[src/design/rqs_pkg.sv]
// Shared types, constants and datapath operation codes of the quicksort unit.
`timescale 1ns / 1ps
package rqs_pkg;

  localparam int unsigned KEY_W         = 32;
  localparam int unsigned CMP_W         = 11;
  localparam int unsigned MAX_ITEMS_DEF = 64;
  localparam logic [31:0] LFSR_TAPS     = 32'h8020_0003;
  localparam logic [31:0] SEED_RESET    = 32'h0000_0001;

  typedef struct packed {
    logic signed [KEY_W-1:0] key_value;
    logic                    set_end;
  } in_item_t;

  typedef struct packed {
    logic signed [KEY_W-1:0] sorted_key;
    logic [CMP_W-1:0]        compare_total;
    logic                    dropped_flag;
    logic                    final_item;
  } out_item_t;

  typedef enum logic [4:0] {
    OP_IDLE,
    OP_LOAD,
    OP_START,
    OP_POP,
    OP_RANGE,
    OP_SPLIT,
    OP_PICK,
    OP_SW_RD,
    OP_SW_WA,
    OP_SW_WB,
    OP_PART,
    OP_LOOP_RD,
    OP_LOOP_CMP,
    OP_LOOP_SW,
    OP_FIN,
    OP_PUSH_R,
    OP_PUSH_L,
    OP_EM_RD,
    OP_EM_OUT,
    OP_EM_NEXT
  } dp_op_e;

  typedef struct packed {
    dp_op_e op;
  } dp_cmd_t;

  typedef struct packed {
    logic depth_zero;
    logic range_ok;
    logic mod_done;
    logic j_at_high;
    logic swap_needed;
    logic emit_last;
    logic out_xfer;
  } dp_status_t;

endpackage

[src/design/rqs_ctrl.sv]
// Sequencer: loading, stack-driven partitioning and emission.
`timescale 1ns / 1ps
module rqs_ctrl (
  input  logic                clk_i,
  input  logic                rst_ni,
  input  logic                in_valid_i,
  input  logic                in_set_end_i,
  output logic                in_stall_o,
  input  rqs_pkg::dp_status_t status_i,
  output rqs_pkg::dp_cmd_t    cmd_o
);

  localparam logic [4:0] S_LOAD    = 5'd0;
  localparam logic [4:0] S_START   = 5'd1;
  localparam logic [4:0] S_POP     = 5'd2;
  localparam logic [4:0] S_RANGE   = 5'd3;
  localparam logic [4:0] S_CHECK   = 5'd4;
  localparam logic [4:0] S_MOD     = 5'd5;
  localparam logic [4:0] S_SW_RD   = 5'd6;
  localparam logic [4:0] S_SW_WA   = 5'd7;
  localparam logic [4:0] S_SW_WB   = 5'd8;
  localparam logic [4:0] S_PART    = 5'd9;
  localparam logic [4:0] S_LP_RD   = 5'd10;
  localparam logic [4:0] S_LP_CMP  = 5'd11;
  localparam logic [4:0] S_LP_SW   = 5'd12;
  localparam logic [4:0] S_PUSH_R  = 5'd13;
  localparam logic [4:0] S_PUSH_L  = 5'd14;
  localparam logic [4:0] S_EM_RD   = 5'd15;
  localparam logic [4:0] S_EM_OUT  = 5'd16;
  localparam logic [4:0] S_EM_WAIT = 5'd17;

  logic [4:0] state_q, state_d;
  logic       fin_q, fin_d;

  always_comb begin
    state_d   = state_q;
    fin_d     = fin_q;
    cmd_o.op  = rqs_pkg::OP_IDLE;
    case (state_q)
      S_LOAD: begin
        if (in_valid_i) begin
          cmd_o.op = rqs_pkg::OP_LOAD;
          if (in_set_end_i) state_d = S_START;
        end
      end
      S_START: begin
        cmd_o.op = rqs_pkg::OP_START;
        state_d  = S_POP;
      end
      S_POP: begin
        if (status_i.depth_zero) begin
          state_d = S_EM_RD;
        end else begin
          cmd_o.op = rqs_pkg::OP_POP;
          state_d  = S_RANGE;
        end
      end
      S_RANGE: begin
        cmd_o.op = rqs_pkg::OP_RANGE;
        state_d  = S_CHECK;
      end
      S_CHECK: begin
        if (!status_i.range_ok) begin
          state_d = S_POP;
        end else begin
          cmd_o.op = rqs_pkg::OP_SPLIT;
          state_d  = S_MOD;
        end
      end
      S_MOD: begin
        if (status_i.mod_done) begin
          cmd_o.op = rqs_pkg::OP_PICK;
          fin_d    = 1'b0;
          state_d  = S_SW_RD;
        end
      end
      S_SW_RD: begin
        cmd_o.op = rqs_pkg::OP_SW_RD;
        state_d  = S_SW_WA;
      end
      S_SW_WA: begin
        cmd_o.op = rqs_pkg::OP_SW_WA;
        state_d  = S_SW_WB;
      end
      S_SW_WB: begin
        cmd_o.op = rqs_pkg::OP_SW_WB;
        state_d  = fin_q ? S_PUSH_R : S_PART;
      end
      S_PART: begin
        cmd_o.op = rqs_pkg::OP_PART;
        state_d  = S_LP_RD;
      end
      S_LP_RD: begin
        if (status_i.j_at_high) begin
          cmd_o.op = rqs_pkg::OP_FIN;
          fin_d    = 1'b1;
          state_d  = S_SW_RD;
        end else begin
          cmd_o.op = rqs_pkg::OP_LOOP_RD;
          state_d  = S_LP_CMP;
        end
      end
      S_LP_CMP: begin
        cmd_o.op = rqs_pkg::OP_LOOP_CMP;
        state_d  = status_i.swap_needed ? S_LP_SW : S_LP_RD;
      end
      S_LP_SW: begin
        cmd_o.op = rqs_pkg::OP_LOOP_SW;
        state_d  = S_LP_RD;
      end
      S_PUSH_R: begin
        cmd_o.op = rqs_pkg::OP_PUSH_R;
        state_d  = S_PUSH_L;
      end
      S_PUSH_L: begin
        cmd_o.op = rqs_pkg::OP_PUSH_L;
        state_d  = S_POP;
      end
      S_EM_RD: begin
        cmd_o.op = rqs_pkg::OP_EM_RD;
        state_d  = S_EM_OUT;
      end
      S_EM_OUT: begin
        cmd_o.op = rqs_pkg::OP_EM_OUT;
        state_d  = S_EM_WAIT;
      end
      S_EM_WAIT: begin
        if (status_i.out_xfer) begin
          cmd_o.op = rqs_pkg::OP_EM_NEXT;
          state_d  = status_i.emit_last ? S_LOAD : S_EM_RD;
        end
      end
      default: state_d = S_LOAD;
    endcase
  end

  always_ff @(posedge clk_i or negedge rst_ni) begin
    if (!rst_ni) begin
      state_q <= S_LOAD;
      fin_q   <= 1'b0;
    end else begin
      state_q <= state_d;
      fin_q   <= fin_d;
    end
  end

  assign in_stall_o = state_q != S_LOAD;

endmodule

[config.mk]
export PLATFORM = sky130hd
export DESIGN_NAME = rqs_ctrl
export DESIGN_NICKNAME = d
export VERILOG_FILES = /design/src/design/rqs_pkg.sv /design/src/design/rqs_ctrl.sv
export SDC_FILE = /design/constraint.sdc
export NUM_CORES = 1
export LEC_CHECK = 0
export BUFFER_PORTS_ARGS = -buffer_cell sky130_fd_sc_hd__buf_2
export CORE_MARGIN = 3
export CORE_UTILIZATION = 35
export DETAILED_ROUTE_END_ITERATION = 16
export GPL_TIMING_DRIVEN = 0
export PLACE_DENSITY_LB_ADDON = 0.3
export SLEW_MARGIN = 15
export SYNTH_ARGS = -nofsm -noshare
export SYNTH_HDL_FRONTEND = slang
export SYNTH_SLANG_ARGS = --single-unit
[constraint.sdc]
create_clock -name clk_i -period 3.1 [get_ports clk_i]
set_input_delay 0.155 -clock clk_i [delete_from_list [all_inputs] [get_ports clk_i]]
set_output_delay 0.155 -clock clk_i [all_outputs]
set_load 0.03 [all_outputs]
Yosys cells after proc, flatten, opt, wreduce, memory -nomap -nowiden
Index checks and enable logic that the tools add are counted.

Register bits: 6. Latch bits: 0. Memory bits (writable): 0. ROM bits: 0. Input port bits: 11. Output and inout bits: 6. Word-level logic and storage cells: 52. Memories: 0.

Add/sub/neg operators: 0. Multipliers: 0. Divide/modulo/power cells: 0. $lt $le $gt $ge: 0. Equality and inequality tests: 22. Shifts and indexed selects: 0. Muxes and demuxes: 21. Bitwise operators: 0. Reductions and logical operators: 7.

Operator list (count): $pmux W5 S18 (1); $pmux W5 S16 (1); $eq A5 B4 Y1 const B (8); $mux W5 (5); $eq A5 B3 Y1 const B (4); $mux W3 (6); $mux W4 (3); $eq A5 B2 Y1 const B (2); $eq A5 B5 Y1 const B (2); $ne A2 B2 Y1 const B (5); $eq A5 B1 Y1 const B (1); $logic_not A5 Y1 (1); $reduce_bool A5 Y1 (1); $reduce_and A4 Y1 (1); $reduce_or A2 Y1 (2); $mux W1 (3); $reduce_and A3 Y1 (1); $mux W2 (1); $pmux W1 S2 (1); $reduce_bool A2 Y1 (1).

Logic depth before layout (Yosys ltp)
Gate-level depths: netlist of run 1.

Depth after elaboration: 3. Depth in mapped cells: 6. Gate-level depth less buffers: 4.

Worst setup path before layout of run 1
OpenSTA, ideal clock, no wires.

Kind: register -> output. From: reg state_q[2]. To: out cmd_o[0] (netlist bit). Arrival time: 1626 ps. Data required time: 2945 ps. Setup slack: 1319 ps. Stages on the path, launching flop included: 6. Path buffers: 2. Cell sequence: dfrtp_1 > buf_2 > buf_1 > nor4_1 > a32oi_1 > o211ai_1.

RTL lines: from (decl) (RTL line rqs_ctrl.sv:32) `logic [4:0] state_q, state_d;`; from (signal assigned) (RTL line rqs_ctrl.sv:142) `state_q <= state_d;`; to (decl) (RTL line rqs_ctrl.sv:10) `output rqs_pkg::dp_cmd_t cmd_o`.

==> results of run 1 <==
## repair_timing
item	in CTS	in global routing
hold buffers	1	0
resized for setup	0	0
endpoints found under the hold margin	6	0
## worst paths after layout
kind,startpoint,endpoint,slack [ps],cells past startpoint
min in group asynchronous,rst_ni,state_q[4],260,2
min reg2reg,fin_q,fin_q,490,1
min,status_i[2],state_q[1],230,3
max reg2reg,state_q[3],state_q[2],1390,5
max in group asynchronous,rst_ni,fin_q,2700,2
max,state_q[2],cmd_o[0],990,6
## where the power goes
group / switching (mW) / internal [mW] / total [mW]
logic: 0.520 / 0.309 / 0.829
registers: 0.0277 / 0.116 / 0.144
clock network: 0.0278 / 0.0438 / 0.0715
## state kept, by name, indices dropped and copies added, names as in the netlist
| name | cells |
|---|---|
| fin_q | 1 |
| state_q | 5 |
## critical path, cell delays in order, from the launching register on
cell and delay [ps]:
dfrtp_1 350, buf_2 180, buf_1 240, nor4_1 420
a32oi_1 90, o211ai_1 210, buf_2 230
## synthesized netlist by cell type (3+ instances only)
master	number	area [µm²]
nand2_1	10	37.5
nor2_1	9	33.8
o21ai_0	7	35.0
buf_2	6	30.0
dfrtp_1	6	150
nor3_1	6	30.0
a21oi_1	5	25.0
nand3_1	5	25.0
inv_1	3	11.3
nor2b_1	3	18.8
nor4_1	3	18.8
o211ai_1	3	22.5
## area by class of cell
cell class,count,area (µm²)
sequential,6,150
tap,27,33.8
clock buffer,3,22.5
fill,222,1110
buffer,11,63.8
timing repair buffer,17,90.1
multi-input combinational,82,523
inverter,3,11.3
## per-stage QoR
stage / utilization / cells / hold slack [ps] / setup WS (ps)
6_report: 0.447 / 149 / 228 / 986
5_1_grt: 0.447 / 149 / 248 / 824
4_1_cts: 0.447 / 149 / 219 / 1030
3_5_place_dp: 0.431 / 145 / -20.6 / 1300
3_3_place_gp: 0.431 / 145 / -20.5 / 1350
2_1_floorplan: - / 102 / -141 / 1320
## routing by layer
| metal | track usage | part of all wire |
|---|---|---|
| met1 | 0.237 | 0.45 |
| met4 | 0.0596 | 0.0083 |
| met3 | 0.0256 | 0.070 |
| met5 | 0 | 0 |
| met2 | 0.289 | 0.47 |
## logic make-up (layout without fill, tap and decap cells)
logic type      after synthesis  after routing  share of synthesized area
simple gates                 47             47                      0.353
compound gates               34             34                      0.331
buf+inv                      14             34                      0.100
flops                         6              6                      0.201
mux                           1              1                     0.0150
==> impl_metrics.env, run 1 <==
export IMPL_mostFrequentLayoutCell="buf_2"
export IMPL_antenna_cells=0
export IMPL_area_delta_synth_final_pct=19.6
export IMPL_critPathCaptureType="output port"
export IMPL_worst_pin_slew_ps=594
export IMPL_ys_ff_latch=6
export IMPL_critPathLaunchType="flip-flop"
export IMPL_gp_congestion=0.916
export IMPL_critPathMaxFanout=10
export IMPL_clk_pin_slew_ps=40
export IMPL_final_cell_area_um2=895
export IMPL_dieArea_mm2=0.00273
export IMPL_hold_violations=0
export IMPL_dp_hpwl_um=1670
export IMPL_postRouteAntennaNets=0
export IMPL_vias=874
export IMPL_maxCapViolCount=0
export IMPL_drive_gt1_frac=0.279
export IMPL_powerDensity_mw_per_mm2=1170
export IMPL_clkSinkCount=6
export IMPL_synth_cell_types=41
export IMPL_syn_inst=102
export IMPL_grt_pass1_wl_um=3660
export IMPL_crit_type="reg2out"
export IMPL_portBuffers=16
export IMPL_ys_flop_type="dfrtp_1"
export IMPL_ys_seq_area_frac=0.201
export IMPL_rsz0062_at_grt="no"
export IMPL_yosys_warnings=0
export IMPL_worst_clock_skew_ps=0.883
export IMPL_p_total_mw=1.04
export IMPL_grt_pass1_vias=826
export IMPL_cts_made_buffers=3
export IMPL_first_pass_iters=4
export IMPL_antenna_found_initial=0
export IMPL_wl_per_cell_um=14.6
export IMPL_grt_usage=0.177
export IMPL_drc=0
export IMPL_hp_class="in2reg"
export IMPL_most_common_layout_cells="buf_2 (22), nand2_1 (10), nor2_1 (9)"
export IMPL_status="finished, final reports clean"
export IMPL_tns_ps=0
export IMPL_p_leak_nw=0.374
export IMPL_slew_headroom=0.600
export IMPL_die_x_um=52.2
export IMPL_placed_cell_area_um2=862
export IMPL_core_area_mm2=0.00200
export IMPL_critPathRequiredTime_ps=2940
export IMPL_period_minus_slack_ps=2110
export IMPL_viasPerCell=5.87
export IMPL_grt_overflow=0
export IMPL_drtIter0Drc=53
export IMPL_start_util=0.374
export IMPL_io_pins=17
export IMPL_postCtsSetupBuffers=0
export IMPL_cts_root_buf="clkbuf_4"
export IMPL_syn_nets=113
export IMPL_syn_avg_cell_area_um2=7.34
export IMPL_worst_ep_arrival_time_ps=1960
export IMPL_std_cell_rows=16
export IMPL_grt_max_degree=11
export IMPL_ir_drop_v=0.000574
export IMPL_synth_edf_count=0
export IMPL_synthArstFlopShare=1.00
export IMPL_cts_tree="built"
export IMPL_ctsLongestPathBuffers=2
export IMPL_drv_slew=0
export IMPL_setup_viol=0
export IMPL_wl_um=2180
export IMPL_htree_levels=1
export IMPL_die_h_um=52.2
export IMPL_netlist_area_um2=748
export IMPL_period_share=0.682
export IMPL_fmax_ghz=0.473
export IMPL_worstSkewPairLatency_ps=240
export IMPL_fin_nets=135
Note: power is estimated with default switching activity, not from simulation.
==> inputs of run 2 (changes only) <==
- clock period: 3.1 -> 1.8 ns (I/O delays scaled with it)
==> run 2 against run 1 <==
  * Register-to-register slack worse by 1300 ps
  * Sequential cell count stayed put
  * Final cell count is 2.7% higher
  * Core utilization is 6.9 points higher
  * Non-clock buffer count is 4 higher
  * Largest power group unchanged
  * Clock power is 82% higher
  * Via count is 3.8% higher
  * Largest cell class unchanged
  * Hold slack worse by 62 ps
  * Critical endpoint unchanged
==> impl_metrics.env, run 2 (synthesized netlist as in run 1, its figures left out) <==
export IMPL_whs_ps=167
export IMPL_critPathMaxFanout=8
export IMPL_p_total_mw=2.15
export IMPL_antenna_cells=0
export IMPL_htree_levels=1
export IMPL_drv_slew=0
export IMPL_rsz0062_at_grt="yes"
export IMPL_final_cell_area_mm2=0.00103
export IMPL_critPathLaunchType="flip-flop"
export IMPL_hp_class="in2reg"
export IMPL_tns_ps=0
export IMPL_period_share=0.974
export IMPL_grt_overflow=0
export IMPL_core_area_mm2=0.00200
export IMPL_timing_final_ws_setup_ps=46.2
export IMPL_placed_cell_area_um2=862
export IMPL_drive_gt1_frac=0.397
export IMPL_critPathRequiredTime_ps=1710
export IMPL_worstHoldEndpoint="state_q[0]"
export IMPL_maxCapViolCount=0
export IMPL_rr_worst_depth=5
export IMPL_dieArea_mm2=0.00273
export IMPL_area_delta_synth_final_pct=38.1
export IMPL_setup_viol=0
export IMPL_critPathCaptureType="output port"
export IMPL_cts_root_buf="clkbuf_4"
export IMPL_period_minus_slack_ps=1750
export IMPL_std_cell_rows=16
export IMPL_clk_pin_slew_ps=50
export IMPL_most_common_layout_cells="buf_2 (14), buf_4 (10), nand2_1 (10)"
export IMPL_first_pass_iters=4
export IMPL_wl_per_cell_um=15.8
export IMPL_r2r_setup_slack_ps=80
export IMPL_min_path_cells=2
export IMPL_drc=0
export IMPL_reg2reg_from="state_q[2]"
export IMPL_vias=907
export IMPL_wl_um=2410
export IMPL_dp_hpwl_um=1670
export IMPL_ir_drop_v=0.00110
export IMPL_worst_ep_arrival_time_ps=1660
export IMPL_slowest_delay_ps=350
export IMPL_io_pins=17
export IMPL_gp_congestion=0.916
export IMPL_die_x_um=52.2
export IMPL_regMostFlops="state_q"
export IMPL_cts_made_buffers=3
export IMPL_crit_slowest_cell="dfrtp_1"
export IMPL_grt_pass1_vias=843
export IMPL_mostFrequentLayoutCell="buf_2"
export IMPL_worstSkewPairLatency_ps=250
export IMPL_cts_tree="built"
export IMPL_clkSinkCount=6
export IMPL_p_leak_nw=0.422
export IMPL_powerDensity_mw_per_mm2=2080
export IMPL_worst_pin_slew_ps=601
export IMPL_antenna_found_initial=0
export IMPL_grt_pass1_wl_um=3770
export IMPL_viasPerCell=5.93
export IMPL_min_from="status_i[0]"
export IMPL_slew_headroom=0.596
export IMPL_grt_usage=0.182
export IMPL_grt_max_degree=11
export IMPL_crit_type="reg2out"
export IMPL_worst_clock_skew_ps=5.33
export IMPL_reg_top3="state_q: 5 flops, fin_q: 1 flops"
export IMPL_status="finished, final reports clean"
export IMPL_ctsLongestPathBuffers=2
export IMPL_postRouteAntennaNets=0
export IMPL_drtIter0Drc=62
export IMPL_largest_reg_flops=5
export IMPL_fmax_ghz=0.570
export IMPL_hold_violations=0
export IMPL_r2r_end="state_q[2]"
export IMPL_dp_slack_ps=60.3
export IMPL_die_h_um=52.2
export IMPL_start_util=0.374
export IMPL_crit_path_cell_trace="buf_2, nand2b_4, nor4_4, nor2b_1, o211ai_1, buf_4"
export IMPL_fin_nets=139
export IMPL_portBuffers=16
[run 2: layout make-up]
cell class	count	area, µm²
fillers	207	968
multi-input cells	82	579
plain buffers	10	85.1
inverters	3	11.3
flip-flops and latches	6	154
clock buffers	3	22.5
well taps	27	33.8
repair buffers	22	148
[run 2: report_power, final]
group | internal (mW) | switching, mW
sequential | 0.206 | 0.0624
combinational | 0.743 | 1.01
clock | 0.0758 | 0.0540
total | 1.03 | 1.12
[run 2: worst max-delay path: cells and delay by family (launching register included)]
kind / cells / cell delay, ps
and+or+nand+nor: 3 / 570
buffers and inverters: 2 / 390
DFF: 1 / 350
AOI/OAI and AO/OA: 1 / 110
[run 2: through the flow]
stage,cells,util
5_1_grt,153,0.516
3_3_place_gp,145,0.431
2_1_floorplan,102,-
3_5_place_dp,145,0.431
4_1_cts,148,0.472
6_report,153,0.516
[run 2: worst max-delay path by stage]
| stage | slack [ps] | from | depth (start not counted) | to |
|---|---|---|---|---|
| 2_1_floorplan | 80 | state_q[2] | 5 | cmd_o[0] |
| 3_3_place_gp | 120 | state_q[2] | 6 | cmd_o[0] |
| 3_5_place_dp | 60 | state_q[2] | 6 | cmd_o[0] |
| 4_1_cts | 5 | state_q[0] | 6 | cmd_o[0] |
| 5_1_grt | -9 | state_q[0] | 6 | cmd_o[0] |
| 6_report | 50 | state_q[4] | 6 | cmd_o[0] |
[run 2: metal layers]
| layer | part of all wire | wire [µm] | global-route usage |
|---|---|---|---|
| met1 | 0.41 | 1000 | 0.228 |
| met3 | 0.073 | 176 | 0.0342 |
| met5 | 0 | 0 | 0 |
| met2 | 0.49 | 1180 | 0.303 |
| met4 | 0.021 | 51 | 0.0723 |
[run 2: what timing repair did]
action | 4_1_cts | 5_1_grt
setup buffers | 0 | 5
endpoints found under the hold margin | 6 | 0
gates cloned | 0 | 0
hold buffers | 1 | 0
resized for setup | 15 | 16
setup endpoints to repair | 4 | 5
pin swaps | 1 | 2
==> inputs of run 3 (changes only) <==
- CTS_BUF_LIST: default -> sky130_fd_sc_hd__clkbuf_8
==> run 3 against run 2 <==
  * Die area unchanged
  * Register-to-register slack better by 40 ps
  * Clock power up 53%
  * Wire length up 1.2%
  * Hold slack better by 20 ps
  * Critical path type unchanged
  * Critical endpoint unchanged
  * Largest cell class unchanged
==> impl_metrics.env, run 3 (synthesized netlist as in run 1, its figures left out) <==
export IMPL_viasPerCell=6.01
export IMPL_io_pins=17
export IMPL_slew_headroom=0.618
export IMPL_crit_type="reg2out"
export IMPL_drtIter0Drc=42
export IMPL_hold_violations=0
export IMPL_maxCapViolCount=0
export IMPL_grt_max_degree=11
export IMPL_dp_hpwl_um=1670
export IMPL_critPathCaptureType="output port"
export IMPL_powerDensity_mw_per_mm2=2110
export IMPL_drv_slew=0
export IMPL_fmax_ghz=0.570
export IMPL_netSwitchingFraction=0.510
export IMPL_r2r_setup_slack_ps=120
export IMPL_power_net_switching_mw=1.11
export IMPL_drc=0
export IMPL_worstSkewPairLatency_ps=220
export IMPL_largest_reg_flops=5
export IMPL_period_minus_slack_ps=1750
export IMPL_reg2reg_from="state_q[3]"
export IMPL_post_place_cells=145
export IMPL_portBuffers=16
export IMPL_sequentialPowerShare=0.117
export IMPL_timing_final_ws_setup_ps=45.6
export IMPL_worst_ep_arrival_time_ps=1660
export IMPL_instances_no_fill=153
export IMPL_cts_tree="built"
export IMPL_p_comb_frac=0.792
export IMPL_tns_ps=0
export IMPL_regMostFlops="state_q"
export IMPL_die_h_um=52.2
export IMPL_antenna_cells=0
export IMPL_internal_power_mw=1.07
export IMPL_ir_drop_v=0.00108
export IMPL_worst_pin_slew_ps=568
export IMPL_core_area_mm2=0.00200
export IMPL_rsz0062_at_grt="yes"
export IMPL_min_path_cells=3
export IMPL_critPathLaunchType="flip-flop"
export IMPL_cts_root_buf="clkbuf_8"
export IMPL_min_from="status_i[2]"
export IMPL_clkSinkCount=6
export IMPL_std_cell_rows=16
export IMPL_gp_congestion=0.916
export IMPL_critPathMaxFanout=8
export IMPL_status="finished, final reports clean"
export IMPL_first_pass_iters=4
export IMPL_most_common_layout_cells="buf_2 (14), nand2_1 (10), nor2_1 (9)"
export IMPL_grt_pass1_wl_um=3860
export IMPL_hp_class="in2reg"
export IMPL_area_delta_synth_final_pct=38.6
export IMPL_die_x_um=52.2
export IMPL_period_share=0.975
export IMPL_vias=920
export IMPL_r2r_end="state_q[2]"
export IMPL_grt_usage=0.191
export IMPL_postRouteAntennaNets=0
export IMPL_antenna_found_initial=0
export IMPL_ctsLongestPathBuffers=2
export IMPL_worst_clock_skew_ps=1.46
export IMPL_htree_levels=1
export IMPL_grt_pass1_vias=843
export IMPL_clockPowerShare=0.091
export IMPL_worstHoldEndpoint="state_q[1]"
export IMPL_reg_top3="state_q: 5 flops, fin_q: 1 flops"
export IMPL_mostFrequentLayoutCell="buf_2"
export IMPL_fin_nets=139
export IMPL_wl_per_cell_um=16.0
export IMPL_setup_viol=0
export IMPL_critPathRequiredTime_ps=1710
export IMPL_p_leak_nw=0.423
export IMPL_cts_made_buffers=3
export IMPL_rr_worst_depth=5
export IMPL_clk_pin_slew_ps=30
export IMPL_start_util=0.374
export IMPL_grt_overflow=0
export IMPL_drive_gt1_frac=0.365
export IMPL_dp_slack_ps=60.3
export IMPL_wl_um=2440
export IMPL_dieArea_mm2=0.00273
==> run 3: worst max-delay path by stage <==
stage | start | end | slack (ps) | cells after the start
detailed placement | state_q[2] | cmd_o[0] | 60 | 6
CTS | state_q[4] | cmd_o[0] | 5 | 6
finish | state_q[4] | cmd_o[0] | 50 | 6
global placement | state_q[2] | cmd_o[0] | 120 | 6
global route | state_q[3] | cmd_o[4] | -10 | 6
floorplan | state_q[2] | cmd_o[0] | 80 | 5
==> run 3: final cells by class <==
type,instances,area [µm²]
well taps,27,33.8
repair buffers,21,128
multi-input cells,82,572
plain buffers,11,98.8
fillers,212,965
flip-flops and latches,6,153
clock buffers,3,41.3
inverters,3,11.3
==> run 3: layer usage <==
metal,GRT usage,part of all wire
met2,0.310,0.49
met3,0.0427,0.075
met5,0,0
met1,0.236,0.41
met4,0.0979,0.020
==> run 3: power by group through the flow <==
stage	sequential [mW]	combinational [mW]	clock (mW)
global route	0.261	1.87	0.214
global placement	0.246	1.40	0
detailed placement	0.249	1.40	0
finish	0.255	1.73	0.199
CTS	0.251	1.50	0.200
floorplan	0.231	1.11	0
==> run 3: through the flow <==
step / hold slack (ps) / util / cell area (µm²) / total power [mW]
2_1_floorplan: -206 / - / 748 / 1.34
3_3_place_gp: -85.5 / 0.431 / 862 / 1.65
3_5_place_dp: -85.6 / 0.431 / 862 / 1.65
4_1_cts: 182 / 0.476 / 953 / 1.95
5_1_grt: 209 / 0.518 / 1040 / 2.34
6_report: 187 / 0.518 / 1040 / 2.18
==> run 3: worst max-delay path: stages (launching register included) <==
cell	delay, ps
dfrtp_1	340
buf_2	190
nand2b_4	190
nor4_4	320
nor2b_1	80
o211ai_1	110
buf_4	200
==> run 3: repair_timing <==
action	in CTS	in global routing
buffers inserted	0	4
hold endpoints to repair	6	0
hold buffers	1	0
resized for setup	11	19
endpoints found under the setup margin	3	5
gates cloned	0	0
pin swaps	0	2
